--- src/sv/ps2s1_pkg.sv ---
// Package for the PS/2 set 1 key event decoder.
// Holds the payload types, key value codes and the extended-code remap table.
// No dependencies.
package ps2s1_pkg;

    localparam int KEY_COUNT  = 128;
    localparam int KEY_ADDR_W = $clog2(KEY_COUNT);

    typedef logic [7:0]            scan_byte_t;
    typedef logic [KEY_ADDR_W-1:0] key_code_t;
    typedef logic [1:0]            key_value_t;

    localparam scan_byte_t PREFIX_EXT  = 8'hE0;
    localparam int         RELEASE_BIT = 7;

    localparam key_value_t KEY_RELEASE = 2'd0;
    localparam key_value_t KEY_PRESS   = 2'd1;
    localparam key_value_t KEY_REPEAT  = 2'd2;

    function automatic key_code_t remap_extended(input key_code_t code);
        key_code_t result;
        case (code)
            7'h1C:   result = 7'd96;
            7'h1D:   result = 7'd97;
            7'h35:   result = 7'd98;
            7'h38:   result = 7'd100;
            7'h47:   result = 7'd102;
            7'h48:   result = 7'd103;
            7'h49:   result = 7'd104;
            7'h4B:   result = 7'd105;
            7'h4D:   result = 7'd106;
            7'h4F:   result = 7'd107;
            7'h50:   result = 7'd108;
            7'h51:   result = 7'd109;
            7'h52:   result = 7'd110;
            7'h53:   result = 7'd111;
            default: result = code;
        endcase
        return result;
    endfunction

endpackage

--- src/sv/ps2s1_scan_if.sv ---
// Valid/ready channel that carries one raw scancode byte per word.
// Depends on ps2s1_pkg.
interface ps2s1_scan_if
    import ps2s1_pkg::*;
();
    logic       valid;
    logic       ready;
    scan_byte_t scan_byte;

    modport source (output valid, output scan_byte, input ready);
    modport sink (input valid, input scan_byte, output ready);
endinterface

--- src/sv/ps2s1_key_if.sv ---
// Valid/ready channel that carries one key event (code and value) per word.
// Depends on ps2s1_pkg.
interface ps2s1_key_if
    import ps2s1_pkg::*;
();
    logic       valid;
    logic       ready;
    key_code_t  key_code;
    key_value_t key_value;

    modport source (output valid, output key_code, output key_value, input ready);
    modport sink (input valid, input key_code, input key_value, output ready);
endinterface

--- src/sv/ps2s1_set1_scancode_to_key_event_core.sv ---
// Top level of the PS/2 scancode set 1 to key event decoder.
// Depends on ps2s1_pkg, ps2s1_scan_if and ps2s1_key_if.
//
// The decoder accepts one scancode byte per clock cycle unless the key channel stalls
// and delivers the key event in an output register. The key-down bitmap lives in a
// 128 x 1 synchronous memory: the byte reads its bit in the cycle it is accepted,
// and the next stage computes press, release or repeat and writes the bit back,
// with the written bit forwarded to a read of the same key in that cycle. A valid
// flop per entry is cleared by reset, so the decoder is ready right after reset
// with no clearing pass. An extended prefix byte produces no word.
module ps2_set1_scancode_to_key_event_core
    import ps2s1_pkg::*;
(
    input  logic          clk,
    input  logic          rst_n,
    ps2s1_scan_if.sink    scan,
    ps2s1_key_if.source   key
);

    logic                 key_mem [KEY_COUNT];
    logic [KEY_COUNT-1:0] key_vld_reg;

    logic       ext_reg;
    logic       s1_valid_reg;
    key_code_t  s1_code_reg;
    logic       s1_release_reg;
    logic       mem_rd_reg;
    logic       vld_rd_reg;
    logic       fwd_reg;
    logic       fwd_bit_reg;

    logic       out_valid_reg;
    key_code_t  out_code_reg;
    key_value_t out_value_reg;

    logic       out_free;
    logic       s1_adv;
    logic       in_acc;
    logic       is_prefix;
    logic       in_release;
    key_code_t  in_code;
    logic       s1_down;
    logic       s1_repeat;
    logic       s1_wr;
    key_value_t s1_value;

    assign out_free   = !out_valid_reg || key.ready;
    assign s1_adv     = s1_valid_reg && out_free;
    assign scan.ready = !s1_valid_reg || out_free;
    assign in_acc     = scan.valid && scan.ready;

    assign is_prefix  = (scan.scan_byte == PREFIX_EXT);
    assign in_release = scan.scan_byte[RELEASE_BIT];
    assign in_code    = ext_reg ? remap_extended(scan.scan_byte[KEY_ADDR_W-1:0])
                                : scan.scan_byte[KEY_ADDR_W-1:0];

    assign s1_down   = fwd_reg ? fwd_bit_reg : (vld_rd_reg && mem_rd_reg);
    assign s1_repeat = !s1_release_reg && s1_down;
    assign s1_wr     = s1_adv && !s1_repeat;

    always_comb
    begin
        if (s1_repeat)
        begin
            s1_value = KEY_REPEAT;
        end
        else if (s1_release_reg)
        begin
            s1_value = KEY_RELEASE;
        end
        else
        begin
            s1_value = KEY_PRESS;
        end
    end

    always_ff @(posedge clk)
    begin
        if (s1_wr)
        begin
            key_mem[s1_code_reg] <= !s1_release_reg;
        end
        if (in_acc && !is_prefix)
        begin
            mem_rd_reg     <= key_mem[in_code];
            vld_rd_reg     <= key_vld_reg[in_code];
            fwd_reg        <= s1_wr && (s1_code_reg == in_code);
            fwd_bit_reg    <= !s1_release_reg;
            s1_code_reg    <= in_code;
            s1_release_reg <= in_release;
        end
        if (s1_adv)
        begin
            out_code_reg  <= s1_code_reg;
            out_value_reg <= s1_value;
        end
    end

    always_ff @(posedge clk or negedge rst_n)
    begin
        if (!rst_n)
        begin
            key_vld_reg   <= '0;
            ext_reg       <= 1'b0;
            s1_valid_reg  <= 1'b0;
            out_valid_reg <= 1'b0;
        end
        else
        begin
            if (s1_wr)
            begin
                key_vld_reg[s1_code_reg] <= 1'b1;
            end
            if (in_acc)
            begin
                ext_reg <= is_prefix;
            end
            if (in_acc && !is_prefix)
            begin
                s1_valid_reg <= 1'b1;
            end
            else if (s1_adv)
            begin
                s1_valid_reg <= 1'b0;
            end
            if (s1_adv)
            begin
                out_valid_reg <= 1'b1;
            end
            else if (key.ready)
            begin
                out_valid_reg <= 1'b0;
            end
        end
    end

    assign key.valid     = out_valid_reg;
    assign key.key_code  = out_code_reg;
    assign key.key_value = out_value_reg;

    a_prefix_arms: assert property (@(posedge clk) disable iff (!rst_n)
        (in_acc && is_prefix) |=> ext_reg)
        else $error("extended flag not armed after prefix byte");

    a_code_loads_stage: assert property (@(posedge clk) disable iff (!rst_n)
        (in_acc && !is_prefix) |=> (s1_valid_reg && !ext_reg))
        else $error("scancode byte not loaded or extended flag not cleared");

    a_value_legal: assert property (@(posedge clk) disable iff (!rst_n)
        out_valid_reg |-> (out_value_reg == KEY_RELEASE || out_value_reg == KEY_PRESS
                           || out_value_reg == KEY_REPEAT))
        else $error("illegal key value in output register");

    a_repeat_no_write: assert property (@(posedge clk) disable iff (!rst_n)
        (s1_adv && s1_value == KEY_REPEAT) |-> !s1_wr)
        else $error("bitmap written on repeat");

endmodule

--- src/flat_wrapper.sv ---
// flat-port wrapper written by rule: the top's interface ports become plain ports
module ps2_set1_scancode_to_key_event_core_flat import ps2s1_pkg::*;
  (clk, rst_n, scan_valid, scan_scan_byte, scan_ready, key_valid, key_key_code, key_key_value, key_ready);
  ps2s1_scan_if scan_i ();
  ps2s1_key_if key_i ();
  input  logic clk;
  input  logic rst_n;
  input wire logic [$bits(scan_i.valid)-1:0] scan_valid;
  input wire logic [$bits(scan_i.scan_byte)-1:0] scan_scan_byte;
  output wire logic [$bits(scan_i.ready)-1:0] scan_ready;
  output wire logic [$bits(key_i.valid)-1:0] key_valid;
  output wire logic [$bits(key_i.key_code)-1:0] key_key_code;
  output wire logic [$bits(key_i.key_value)-1:0] key_key_value;
  input wire logic [$bits(key_i.ready)-1:0] key_ready;
  assign scan_i.valid = scan_valid;
  assign scan_i.scan_byte = scan_scan_byte;
  assign scan_ready = scan_i.ready;
  assign key_valid = key_i.valid;
  assign key_key_code = key_i.key_code;
  assign key_key_value = key_i.key_value;
  assign key_i.ready = key_ready;
  ps2_set1_scancode_to_key_event_core u_core (.clk(clk), .rst_n(rst_n), .scan(scan_i), .key(key_i));
endmodule
--- config.mk ---
export PLATFORM = sky130hd
export DESIGN_NAME = ps2_set1_scancode_to_key_event_core_flat
export DESIGN_NICKNAME = d
export VERILOG_FILES = /design/src/sv/ps2s1_pkg.sv /design/src/sv/ps2s1_scan_if.sv /design/src/sv/ps2s1_key_if.sv /design/src/sv/ps2s1_set1_scancode_to_key_event_core.sv /design/src/flat_wrapper.sv
export SDC_FILE = /design/constraint.sdc
export NUM_CORES = 1
export LEC_CHECK = 0
export BUFFER_PORTS_ARGS = -buffer_cell sky130_fd_sc_hd__buf_2
export CORE_UTILIZATION = 45
export DETAILED_ROUTE_END_ITERATION = 10
export SYNTH_ARGS = -nofsm -noshare
export SYNTH_HDL_FRONTEND = slang
export SYNTH_SLANG_ARGS = --single-unit
--- constraint.sdc ---
create_clock -name clk -period 2.69 [get_ports clk]
set_input_delay 0.807 -clock clk [delete_from_list [all_inputs] [get_ports clk]]
set_output_delay 0.807 -clock clk [all_outputs]
set_load 0.02 [all_outputs]
==> out/results.txt <==
Tot GR Track Use: 25.4%
Worst slew pin tran: 1.08 ns
I/O Pins: 23
Final min period: 3.16 ns
Skew-Pair Late Insertion Delay: 0.56 ns
R2R Path Start: u_core.ext_reg
Crit start category: primary input
Final setup fails: 2
Top Metal Used: met4
Post-synthesis sequential area ratio: 61.8%
Overflow after GRT: 0
First-pass GRT wire length: 54.8 mm
Crit-path max FO: 12
CTS Hold Bufs: 0
Number of global-route vias before repair: 9316
Antenna cell count: 0
Netlist Area Pre-Place: 0.0125 mm2
Fin Setup TNS: -0.882 ns
Met3 Routed Length: 2.43 mm
Dpl hpwl: 23.1 mm
CP Depth: 14
Final wirelength: 35.1 mm
Met2 wire length: 16.1 mm
# rows: 60
Hold Crit Class: primary input to asynchronous set/reset pin
R2R Setup Slk: -0.10 ns
Pleak: 6.47 nW
Placed Cells: 1620
Initial antenna violation count: 0
Setup crit end kind: register
Syn Nets: 1151
Cells along the critical path: buf_2 > buf_4 > or3b_2 > o22ai_2 > o31a_1 > buf_6 > nor2_1 > o311ai_0 > nand2_1 > nor4_1 > buf_4 > nor4b_4 > a22oi_2 > o311a_1
Critical path's most frequent cell: buf_4
Largest net degree at the start of global routing: 100
Main synth FF type: edfxtp_1
Crit path required time: 3.12 ns
Vias/cell: 5.52
Clk slew on worst S/H paths: 0.06 ns
Synth Instances: 1139
FF+latch count, synth: 280
Bufs on Longest Clock Path: 3
Relative slew slack: 28.0%
Max-cap viol count: 0
Fraction of registers with async set/reset: 46.8%
CTS tree: built
ANT nets after route: 0
Final Max Tran Viols: 0
Max Fclk: 0.317 GHz
M1 WL: 15.8 mm
Initial core utilization: 46.1%
Post-DP Area: 0.0141 mm2
Pwr Total: 10.6 mW
CTS buffer count: 30
Cell family with most CP delay: compound AO/OA/AOI/OAI gates
Crit path DAT: 3.59 ns
Slowest cell on crit path: or3b_2
Detailed-route DRC error count: 0
Critical Path Max Stage Delay: 0.48 ns
Reg2reg end: u_core.vld_rd_reg
Setup Skew: 0.0128 ns
RSZ-0062 raised after global routing: true
Most frequent cells in the layout: 177 x nand2_1, 162 x nor2_1, 149 x edfxtp_1
Clock sink count: 280
H-tree levels: 1
Fin crit share: 117%
Setup ws final: -0.466 ns
Post-Syn Area per Cell: 11.0 um2
Design area: 0.0153 mm2
Die H: 169 um
Layout cells sized above 1: 31.1%
Final hold violations: 0
Cell depth of the worst flop-to-flop path: 11
PwrDens: 697 mW/mm2
Synth unique cells: 80
Routed vias: 9288
Port buffer count: 22
Final net count: 1299
DR iter-0 viols: 836
Routed wire per std cell: 20.9 um
Die width: 169 um
Most common cell after layout, fill and taps aside: nand2_1
Failing checks: setup timing
RePlAce Congestion: 0.901
Final cell count without fillers: 1682
Root Buffer: clkbuf_16
Pre-antenna DRT Iters: 5
Area Growth Syn to Fin: 21.7%
Post-synth EDFFs: 149
YS warnings: 0
IR drop worst, VDD: 0.000416 V
WS Path Type: primary input to register
Run status: finished, violations left
Die Area: 0.0285 mm2
Core area: 0.0272 mm2
Buffer and inverter count on the worst path: 4
-- Yosys cell counts, drive strengths merged, types with 8 or more instances --
master	instances	area, um2
dfrtp	131	3280
o22ai	10	62.6
o311ai	8	70.1
nor2	167	634
mux2i	20	200
buf	37	213
nor3	8	56.3
clkbuf	25	95.1
and3	16	100
inv	15	58.8
o21ai	22	121
mux4	9	203
nand3	60	300
a31oi	13	81.3
nand2	178	668
a21oi	30	154
a22oi	8	65.1
or2	128	801
edfxtp	149	4470
-- cells by family after synthesis --
| logic type | Yosys count | synth area share [%] |
|---|---|---|
| AND/OR/NAND/NOR | 608 | 23.6 |
| flip-flops | 280 | 61.8 |
| AO/OA/AOI/OAI | 133 | 7.53 |
| buffers and inverters | 77 | 2.92 |
| multiplexers | 34 | 3.66 |
| XOR/XNOR | 7 | 0.489 |
-- layer usage --
layer  up-vias  track usage [%]
met2       367             40.9
met1      4579             36.4
met5         -                0
met3        59             3.34
li1       4283                -
met4         0             6.64
-- worst max path at each step --
stage	start	endpoint	slack (ns)
after floorplan	scan_scan_byte[1]	u_core.vld_rd_reg	-0.68
after global placement	scan_scan_byte[3]	u_core.mem_rd_reg	-1.16
after detailed placement	scan_scan_byte[2]	u_core.vld_rd_reg	-1.14
after CTS	scan_scan_byte[3]	u_core.mem_rd_reg	-0.37
after global routing	scan_scan_byte[2]	u_core.mem_rd_reg	-0.52
final	scan_scan_byte[0]	u_core.mem_rd_reg	-0.47
-- report_power, final --
| group | switching [mW] | leakage, nW | internal, mW |
|---|---|---|---|
| registers | 0.189 | 3.11 | 4.88 |
| logic | 0.891 | 2.90 | 0.743 |
| clock network | 1.66 | 0.456 | 2.27 |
-- metrics by stage --
step | setup slack (ns) | hold WS [ns] | utilization, %
2_1_floorplan | -0.678 | 0.424 | -
6_report | -0.466 | 0.179 | 56.2
3_3_place_gp | -1.16 | 0.448 | 51.8
5_1_grt | -0.523 | 0.194 | 56.2
3_5_place_dp | -1.14 | 0.450 | 51.8
4_1_cts | -0.370 | 0.182 | 56.0
-- layout make-up --
| cell class | count | area (um2) |
|---|---|---|
| repair buffers | 178 | 1470 |
| inverters | 15 | 62.6 |
| clock buffers | 47 | 896 |
| well taps | 372 | 465 |
| clock inverters | 8 | 42.5 |
| multi-input cells | 782 | 4580 |
| flip-flops and latches | 280 | 7750 |
| fillers | 2344 | 11900 |
-- what timing repair did --
item                                    CTS  global route
resized for setup                        31            11
pin swaps                                19             4
endpoints found under the setup margin    3             4
setup buffers                             6             1
Note: power is estimated with default switching activity, not from simulation.
